[src/sv/assert_macros.svh]
// ============================================================================
// Assertion macros
// Shared concurrent assertion forms for the block decoder RTL.
// ============================================================================
`ifndef ASSERT_MACROS_SVH
`define ASSERT_MACROS_SVH

// Same-cycle implication, disabled in reset.
`define ASSERT_IMPL(lbl, clk, rst_n, ante, cons) \
    lbl: assert property (@(posedge clk) disable iff (!rst_n) (ante) |-> (cons)) \
        else $error("assertion failed");

// Next-cycle implication, disabled in reset.
`define ASSERT_NEXT(lbl, clk, rst_n, ante, cons) \
    lbl: assert property (@(posedge clk) disable iff (!rst_n) (ante) |=> (cons)) \
        else $error("assertion failed");

`endif

[src/sv/bcn_pkg.sv]
// ============================================================================
// Block decoder package
// Format codes, register map and divide-by-constant helpers.
// ============================================================================
package bcn_pkg;

    localparam int unsigned TexelCount = 16;
    localparam int unsigned IdxW       = $clog2(TexelCount);
    localparam logic [IdxW-1:0] LAST_TEXEL = IdxW'(TexelCount - 1);

    localparam logic [1:0] FMT_DXT1 = 2'd0;
    localparam logic [1:0] FMT_DXT3 = 2'd1;
    localparam logic [1:0] FMT_DXT5 = 2'd2;

    localparam int unsigned PaddrW = 3;
    localparam logic [PaddrW-1:0] REG_FORMAT_ADDR = 3'd0;

    function automatic logic [7:0] div3(input logic [9:0] x);
        logic [19:0] p;
        p = 20'(x) * 20'd683;
        return p[18:11];
    endfunction

    function automatic logic [7:0] div7(input logic [10:0] x);
        logic [22:0] p;
        p = 23'(x) * 23'd2341;
        return p[21:14];
    endfunction

    function automatic logic [7:0] div5(input logic [10:0] x);
        logic [21:0] p;
        p = 22'(x) * 22'd1639;
        return p[20:13];
    endfunction

endpackage

[src/sv/bcn_block_decoder.sv]
// ============================================================================
// Block decoder top level
// Decodes one DXT1/DXT3/DXT5 4x4 block into sixteen RGBA8 texels.
// ============================================================================
// A block request is taken into an input register, then passes an endpoint
// and weighted-sum stage and a palette stage (divides by 3, 5 and 7 done as
// reciprocal multiplies), and lands in a texel serializer that emits one
// texel per cycle while the output is not stalled, in row-major order
// through an output register. The serializer holds one block for all
// sixteen of its texels; up to three further blocks queue in the stages
// ahead of it, so requests are taken while the current block is still
// streaming. The format register is written through the APB port at byte
// address 0.
module bcn_block_decoder (
    input  logic                           i_clk,
    input  logic                           i_rst_n,
    input  logic                           psel,
    input  logic                           penable,
    input  logic                           pwrite,
    input  logic [bcn_pkg::PaddrW-1:0]     paddr,
    input  logic [31:0]                    pwdata,
    output logic [31:0]                    prdata,
    output logic                           pready,
    input  logic                           i_valid,
    output logic                           o_stall,
    input  logic [63:0]                    i_color_block,
    input  logic [63:0]                    i_alpha_block,
    output logic                           o_valid,
    input  logic                           i_stall,
    output logic [7:0]                     o_red,
    output logic [7:0]                     o_green,
    output logic [7:0]                     o_blue,
    output logic [7:0]                     o_alpha,
    output logic [bcn_pkg::IdxW-1:0]       o_texel_index,
    output logic                           o_last
);

    // ------------------------------------------------------------------ config
    logic [1:0] r_format;
    logic       cfg_hit;

    assign pready  = 1'b1;
    assign cfg_hit = (paddr[bcn_pkg::PaddrW-1:2] == bcn_pkg::REG_FORMAT_ADDR[bcn_pkg::PaddrW-1:2]);
    assign prdata  = cfg_hit ? {30'd0, r_format} : 32'd0;

    always_ff @(posedge i_clk) begin
        if (!i_rst_n) begin
            r_format <= bcn_pkg::FMT_DXT1;
        end else if (psel && penable && pwrite && pready && cfg_hit) begin
            r_format <= pwdata[1:0];
        end
    end

    // --------------------------------------------------------------- flow ctl
    logic r_s1_valid, r_s2_valid, r_s3_valid, r_ser_valid, r_o_valid;
    logic [bcn_pkg::IdxW-1:0] r_cnt;
    logic out_ready, ser_fire, ser_ready, s3_ready, s2_ready, s1_ready;
    logic s1_load, s2_load, s3_load, ser_load;

    assign out_ready = !r_o_valid || !i_stall;
    assign ser_fire  = r_ser_valid && out_ready;
    assign ser_ready = !r_ser_valid || (ser_fire && (r_cnt == bcn_pkg::LAST_TEXEL));
    assign s3_ready  = !r_s3_valid || ser_ready;
    assign s2_ready  = !r_s2_valid || s3_ready;
    assign s1_ready  = !r_s1_valid || s2_ready;
    assign o_stall   = !s1_ready;

    assign s1_load  = s1_ready;
    assign s2_load  = s2_ready;
    assign s3_load  = s3_ready;
    assign ser_load = r_s3_valid && ser_ready;

    always_ff @(posedge i_clk) begin
        if (!i_rst_n) begin
            r_s1_valid <= 1'b0;
            r_s2_valid <= 1'b0;
            r_s3_valid <= 1'b0;
            r_o_valid  <= 1'b0;
        end else begin
            if (s1_load) begin
                r_s1_valid <= i_valid;
            end
            if (s2_load) begin
                r_s2_valid <= r_s1_valid;
            end
            if (s3_load) begin
                r_s3_valid <= r_s2_valid;
            end
            if (out_ready) begin
                r_o_valid <= r_ser_valid;
            end
        end
    end

    // ---------------------------------------------------------- stage 1: input
    logic [63:0] r_s1_cb, r_s1_ab;
    logic [1:0]  r_s1_fmt;

    always_ff @(posedge i_clk) begin
        if (s1_load && i_valid) begin
            r_s1_cb  <= i_color_block;
            r_s1_ab  <= i_alpha_block;
            r_s1_fmt <= r_format;
        end
    end

    // ------------------------------------------------ stage 2: endpoints, sums
    logic [2:0][7:0]  n_s2_e0, n_s2_e1;
    logic [2:0][9:0]  n_s2_sum2, n_s2_sum3;
    logic [2:0][8:0]  n_s2_mid;
    logic [5:0][10:0] n_s2_as7;
    logic [3:0][10:0] n_s2_as5;
    logic             n_s2_four;
    logic [15:0]      s1_c0, s1_c1;
    logic [7:0]       s1_a0, s1_a1;

    logic [2:0][7:0]  r_s2_e0, r_s2_e1;
    logic [2:0][9:0]  r_s2_sum2, r_s2_sum3;
    logic [2:0][8:0]  r_s2_mid;
    logic [5:0][10:0] r_s2_as7;
    logic [3:0][10:0] r_s2_as5;
    logic             r_s2_four, r_s2_agt;
    logic [7:0]       r_s2_a0, r_s2_a1;
    logic [1:0]       r_s2_fmt;
    logic [31:0]      r_s2_cidx;
    logic [63:0]      r_s2_ab;

    always_comb begin
        s1_c0 = r_s1_cb[15:0];
        s1_c1 = r_s1_cb[31:16];
        s1_a0 = r_s1_ab[7:0];
        s1_a1 = r_s1_ab[15:8];
        n_s2_e0[0] = {s1_c0[15:11], s1_c0[15:13]};
        n_s2_e0[1] = {s1_c0[10:5], s1_c0[10:9]};
        n_s2_e0[2] = {s1_c0[4:0], s1_c0[4:2]};
        n_s2_e1[0] = {s1_c1[15:11], s1_c1[15:13]};
        n_s2_e1[1] = {s1_c1[10:5], s1_c1[10:9]};
        n_s2_e1[2] = {s1_c1[4:0], s1_c1[4:2]};
        for (int c = 0; c < 3; c++) begin
            n_s2_sum2[c] = {1'b0, n_s2_e0[c], 1'b0} + 10'(n_s2_e1[c]);
            n_s2_sum3[c] = 10'(n_s2_e0[c]) + {1'b0, n_s2_e1[c], 1'b0};
            n_s2_mid[c]  = 9'(n_s2_e0[c]) + 9'(n_s2_e1[c]);
        end
        for (int k = 1; k <= 6; k++) begin
            n_s2_as7[k-1] = 11'(s1_a0) * 11'(7 - k) + 11'(s1_a1) * 11'(k);
        end
        for (int k = 1; k <= 4; k++) begin
            n_s2_as5[k-1] = 11'(s1_a0) * 11'(5 - k) + 11'(s1_a1) * 11'(k);
        end
        n_s2_four = (s1_c0 > s1_c1) ||
                    ((r_s1_fmt == bcn_pkg::FMT_DXT3) || (r_s1_fmt == bcn_pkg::FMT_DXT5));
    end

    always_ff @(posedge i_clk) begin
        if (s2_load && r_s1_valid) begin
            r_s2_e0   <= n_s2_e0;
            r_s2_e1   <= n_s2_e1;
            r_s2_sum2 <= n_s2_sum2;
            r_s2_sum3 <= n_s2_sum3;
            r_s2_mid  <= n_s2_mid;
            r_s2_as7  <= n_s2_as7;
            r_s2_as5  <= n_s2_as5;
            r_s2_four <= n_s2_four;
            r_s2_agt  <= (s1_a0 > s1_a1);
            r_s2_a0   <= s1_a0;
            r_s2_a1   <= s1_a1;
            r_s2_fmt  <= r_s1_fmt;
            r_s2_cidx <= r_s1_cb[63:32];
            r_s2_ab   <= r_s1_ab;
        end
    end

    // ---------------------------------------------------------- stage 3: palette
    logic [3:0][7:0] n_s3_pr, n_s3_pg, n_s3_pb, n_s3_pa;
    logic [7:0][7:0] n_s3_al;
    logic [3:0][7:0] r_s3_pr, r_s3_pg, r_s3_pb, r_s3_pa;
    logic [7:0][7:0] r_s3_al;
    logic [1:0]      r_s3_fmt;
    logic [31:0]     r_s3_cidx;
    logic [63:0]     r_s3_ab;

    always_comb begin
        n_s3_pr[0] = r_s2_e0[0];
        n_s3_pg[0] = r_s2_e0[1];
        n_s3_pb[0] = r_s2_e0[2];
        n_s3_pr[1] = r_s2_e1[0];
        n_s3_pg[1] = r_s2_e1[1];
        n_s3_pb[1] = r_s2_e1[2];
        n_s3_pa    = {4{8'hFF}};
        if (r_s2_four) begin
            n_s3_pr[2] = bcn_pkg::div3(r_s2_sum2[0]);
            n_s3_pg[2] = bcn_pkg::div3(r_s2_sum2[1]);
            n_s3_pb[2] = bcn_pkg::div3(r_s2_sum2[2]);
            n_s3_pr[3] = bcn_pkg::div3(r_s2_sum3[0]);
            n_s3_pg[3] = bcn_pkg::div3(r_s2_sum3[1]);
            n_s3_pb[3] = bcn_pkg::div3(r_s2_sum3[2]);
        end else begin
            n_s3_pr[2] = r_s2_mid[0][8:1];
            n_s3_pg[2] = r_s2_mid[1][8:1];
            n_s3_pb[2] = r_s2_mid[2][8:1];
            n_s3_pr[3] = 8'd0;
            n_s3_pg[3] = 8'd0;
            n_s3_pb[3] = 8'd0;
            n_s3_pa[3] = 8'd0;
        end
        n_s3_al[0] = r_s2_a0;
        n_s3_al[1] = r_s2_a1;
        if (r_s2_agt) begin
            for (int k = 0; k < 6; k++) begin
                n_s3_al[k+2] = bcn_pkg::div7(r_s2_as7[k]);
            end
        end else begin
            for (int k = 0; k < 4; k++) begin
                n_s3_al[k+2] = bcn_pkg::div5(r_s2_as5[k]);
            end
            n_s3_al[6] = 8'd0;
            n_s3_al[7] = 8'hFF;
        end
    end

    always_ff @(posedge i_clk) begin
        if (s3_load && r_s2_valid) begin
            r_s3_pr   <= n_s3_pr;
            r_s3_pg   <= n_s3_pg;
            r_s3_pb   <= n_s3_pb;
            r_s3_pa   <= n_s3_pa;
            r_s3_al   <= n_s3_al;
            r_s3_fmt  <= r_s2_fmt;
            r_s3_cidx <= r_s2_cidx;
            r_s3_ab   <= (r_s2_fmt == bcn_pkg::FMT_DXT5) ? (r_s2_ab >> 16) : r_s2_ab;
        end
    end

    // ------------------------------------------------------ texel serializer
    logic [3:0][7:0] r_ser_pr, r_ser_pg, r_ser_pb, r_ser_pa;
    logic [7:0][7:0] r_ser_al;
    logic [1:0]      r_ser_fmt;
    logic [31:0]     r_ser_cidx;
    logic [63:0]     r_ser_ab;
    logic [1:0]      ci;
    logic [7:0]      n_alpha;

    always_ff @(posedge i_clk) begin
        if (!i_rst_n) begin
            r_ser_valid <= 1'b0;
            r_cnt       <= '0;
        end else if (ser_load) begin
            r_ser_valid <= 1'b1;
            r_cnt       <= '0;
        end else if (ser_fire) begin
            if (r_cnt == bcn_pkg::LAST_TEXEL) begin
                r_ser_valid <= 1'b0;
            end
            r_cnt <= r_cnt + 1'b1;
        end
    end

    always_ff @(posedge i_clk) begin
        if (ser_load) begin
            r_ser_pr   <= r_s3_pr;
            r_ser_pg   <= r_s3_pg;
            r_ser_pb   <= r_s3_pb;
            r_ser_pa   <= r_s3_pa;
            r_ser_al   <= r_s3_al;
            r_ser_fmt  <= r_s3_fmt;
            r_ser_cidx <= r_s3_cidx;
            r_ser_ab   <= r_s3_ab;
        end else if (ser_fire) begin
            r_ser_cidx <= r_ser_cidx >> 2;
            r_ser_ab   <= (r_ser_fmt == bcn_pkg::FMT_DXT5) ? (r_ser_ab >> 3) : (r_ser_ab >> 4);
        end
    end

    assign ci = r_ser_cidx[1:0];

    always_comb begin
        unique case (r_ser_fmt)
            bcn_pkg::FMT_DXT3: n_alpha = {r_ser_ab[3:0], r_ser_ab[3:0]};
            bcn_pkg::FMT_DXT5: n_alpha = r_ser_al[r_ser_ab[2:0]];
            default:           n_alpha = r_ser_pa[ci];
        endcase
    end

    // ----------------------------------------------------------- output stage
    logic [7:0]               r_o_red, r_o_green, r_o_blue, r_o_alpha;
    logic [bcn_pkg::IdxW-1:0] r_o_idx;
    logic                     r_o_last;

    always_ff @(posedge i_clk) begin
        if (ser_fire) begin
            r_o_red   <= r_ser_pr[ci];
            r_o_green <= r_ser_pg[ci];
            r_o_blue  <= r_ser_pb[ci];
            r_o_alpha <= n_alpha;
            r_o_idx   <= r_cnt;
            r_o_last  <= (r_cnt == bcn_pkg::LAST_TEXEL);
        end
    end

    assign o_valid       = r_o_valid;
    assign o_red         = r_o_red;
    assign o_green       = r_o_green;
    assign o_blue        = r_o_blue;
    assign o_alpha       = r_o_alpha;
    assign o_texel_index = r_o_idx;
    assign o_last        = r_o_last;

    // ------------------------------------------------------------- assertions
`include "assert_macros.svh"

    `ASSERT_IMPL(a_last_on_final, i_clk, i_rst_n, o_valid, o_last == (o_texel_index == bcn_pkg::LAST_TEXEL))
    `ASSERT_IMPL(a_idle_count, i_clk, i_rst_n, !r_ser_valid, r_cnt == '0)
    `ASSERT_NEXT(a_texel_order, i_clk, i_rst_n, o_valid && !i_stall && !o_last, o_valid && (o_texel_index == $past(o_texel_index) + 1'b1))

endmodule
[config.mk]
export PLATFORM = sky130hd
export DESIGN_NAME = bcn_block_decoder
export DESIGN_NICKNAME = d
export VERILOG_FILES = /design/src/sv/bcn_pkg.sv /design/src/sv/bcn_block_decoder.sv
export VERILOG_INCLUDE_DIRS = /design/src /design/src/sv
export SDC_FILE = /design/constraint.sdc
export NUM_CORES = 2
export LEC_CHECK = 0
export BUFFER_PORTS_ARGS = -buffer_cell sky130_fd_sc_hd__buf_4
export CELL_PAD_IN_SITES_DETAIL_PLACEMENT = 0
export CELL_PAD_IN_SITES_GLOBAL_PLACEMENT = 2
export CORE_MARGIN = 3
export CORE_UTILIZATION = 50
export CTS_BUF_LIST = sky130_fd_sc_hd__clkbuf_4
export DETAILED_ROUTE_END_ITERATION = 8
export PLACE_DENSITY = 0.85
export SYNTH_ARGS = -nofsm -noshare
export SYNTH_HDL_FRONTEND = slang
export SYNTH_SLANG_ARGS = --single-unit
[constraint.sdc]
create_clock -name i_clk -period 49.7 [get_ports i_clk]
set_input_delay 0 -clock i_clk [delete_from_list [all_inputs] [get_ports i_clk]]
set_output_delay 0 -clock i_clk [all_outputs]
set_load 0.01 [all_outputs]
==> flow_summary.ini <==
[worst_hold_path]
worstHoldPathCells = 3
worstHoldStart = i_alpha_block[59]
min_path_type = input pin to flop

[sta]
setup_viol = 0
finalHoldViolCount = 0
fmax_mhz = 168
min_period_ps = 5970
slew_viol_final = 0
tns_ps = 0
clock_skew_ps = 121
relSlewSlack_pct = 27.7
grt_setup_unrepaired = false
fin_crit_sh_pct = 12.0
tightestPinTransition_ps = 1080

[clock_network]
htreeDepth = 5
cts.sinks = 970
insertion_delay_ps = 1210
cts_made_buffers = 279
cts_max_path_buffers = 4
cts_setup_buffers = 0
clockRootBuffer = clkbuf_4
cts_tree = built
path_clk_slew_ps = 70
cts_resized = 0

[worst_setup_path]
cp_cell_sequence = buf_4 > ha_1 > xor2_1 > ha_1 > fa_1 > fa_1 > inv_1 > fa_1 > inv_1 > ha_1 > a21oi_1 > nand2_1 > o21ai_0 > o21ai_1 > a211oi_1 > nor4b_1 > a31o_2 > a211o_1
startpoint_type = flop
arrival_ps = 6870
rr_startpoint = r_s2_as7[0]
critPathRequiredTime_ps = 50600
slowest_delay_ps = 750
cp-end-kind = flop
worstPathMaxFanout = 12
path_class = flop to flop
cp_slowest_cell = edfxtp_1
critPathLaunch = r_s2_as7[0]
reg2reg_depth = 18

[global_route]
gr-usage-met1_pct = 29.2
grt_pass1_vias = 43600
busiest_layer = met2
grt-ovfl-total = 0
use_met3_pct = 4.05
grt_start_max_net_pins = 164
global_route.usage.met2_pct = 37.4
antenna_found_initial = 16
grt_usage_pct = 22.2
grt_pass1_wl_um = 236000

[route]
first_pass_iters = 5
drt_iter0_drc = 2015
drc = 0
wl_um = 149000
post_drt_wl_per_cell_um = 18.7
num_vias = 41000
antenna_left = 0
via_per_inst = 5.12

[pwr]
p_leak_nw = 35.4
ir_drop_v = 0.0000396
powerDensity_nw_per_um2 = 47.9
finalPower_mw = 3.71

[cells_and_area]
layout-drive-gt1-share_pct = 12.2
finalNetCount = 7799
fillCellCount = 10800
area_growth_pct = 15.7
multi_input_area_um2 = 34000
regArea_um2 = 29000

[floorplanning]
die-area_um2 = 138000
core_um2 = 132000
die_width_um = 372
io_pins = 242
start_util_pct = 50.6
die_y_um = 372
rows = 133

[yosys]
ys_types = 69
syn_inst = 5274
synth.avg_cell_area_um2 = 12.7
async_flop_share_pct = 0
synth_common_cells = ha_1, inv_1, edfxtp_1
synth_area_um2 = 67000
ys_warn_count = 0
synth_area_leaders = edfxtp_1, ha_1, fa_1
synth_most_common_cell = ha_1
yosysSeqAreaShare_pct = 43.3
synthFlopType = edfxtp_1
yosysTopAreaCell = edfxtp_1
synth_top_cell_area_share_pct = 43.0
ys_ff_latch = 970
synth_edf_count = 959

[flow_run]
cap_violations = 0

[placement]
gp_congestion = 0.862
port-buffer-count = 178
dp_hpwl_um = 106000

[run_status]
status = finished, final reports clean
power breakdown:
group | switching [mW] | total (mW) | internal [mW]
Combinational | 1.10 | 1.96 | 0.860
Clock | 0.331 | 0.697 | 0.366
Sequential | 0.0421 | 1.05 | 1.01
per-stage QoR:
stage          setup WS, ps  cell area, um2  hold slack [ps]  std cells  util [%]
3_5_place_dp          43590           70500              179       7181      53.3
2_1_floorplan         30190           67100             46.4       5303         -
6_report              43730           77500              129       8008      58.6
5_1_grt               43320           77500            -20.9       8007      58.6
3_3_place_gp          43530           70500              178       7181      53.3
4_1_cts               43570           77400             3.39       7990      58.5
critical path: cells and delay by family (launching register included):
family	cells	cell delay [ps]
XOR/XNOR	1	160
flip-flops	1	750
AND/OR/NAND/NOR	2	160
buffers and inverters	3	500
AO/OA/AOI/OAI	6	1750
adder cells (fa/ha/maj)	6	2360
cells by family after synthesis:
family                   after synthesis  share of synthesized area (%)
flip-flops                           970                           43.3
AO/OA/AOI/OAI                        628                           5.93
XOR/XNOR                             293                           3.83
multiplexers                         185                           3.65
adder cells (fa/ha/maj)             1544                           33.1
buffers and inverters               1080                           6.23
AND/OR/NAND/NOR                      572                           3.93
other                                  2                         0.0112
path summary, 6_finish.rpt:
| path | endpoint | slack (ps) |
|---|---|---|
| worst min register to register | r_ser_pr[12] | 340 |
| worst max-delay path | r_s3_al[22] | 43730 |
| worst max register to register | r_s3_al[22] | 43730 |
| worst min-delay path | r_s1_ab[59] | 130 |
per-layer routing:
layer,wire length (um),share of wire [%],vias to the layer above
li1,-,-,20000
met1,66300,44,19800
met2,72500,49,851
met3,6710,4.5,285
met4,3910,2.6,4
met5,28,0.019,-
layout by cell type (no fill, tap or decap), types with 33 or more instances in the layout:
cell / n
a21o_1: 80
a21oi_1: 188
buf_4: 219
clkbuf_4: 382
dlygate4sd3_1: 378
edfxtp_1: 959
fa_1: 381
ha_1: 1162
inv_1: 982
mux2_2: 72
mux2i_1: 72
mux4_2: 40
nand2_1: 230
nor2_1: 133
nor2b_1: 33
o21ai_0: 152
o21bai_1: 67
xnor2_1: 205
xor2_1: 88
cell type report:
class,instances,share of cell area [%]
sequential,970,37.4
multi-input combinational,3253,43.8
antenna,18,0.0581
tap,1755,2.83
clock buffer,382,3.70
clock inverter,49,0.360
timing repair buffer,597,7.00
inverter,984,4.78
repair_timing:
action,CTS,global route
endpoints found under the hold margin,366,0
hold buffers,378,0
setup endpoints to repair,0,0
flip-flops by register name, summed over array words and instances (netlist names), 40 cells and up:
register and cells:
r_s2_as7 60, r_s1_ab 64, r_s3_ab 64, r_ser_ab 64, r_s1_cb 64, r_ser_al 64, r_s3_al 64, r_s2_ab 50
r_s2_as5 40
(Power assumes the default switching activity.)
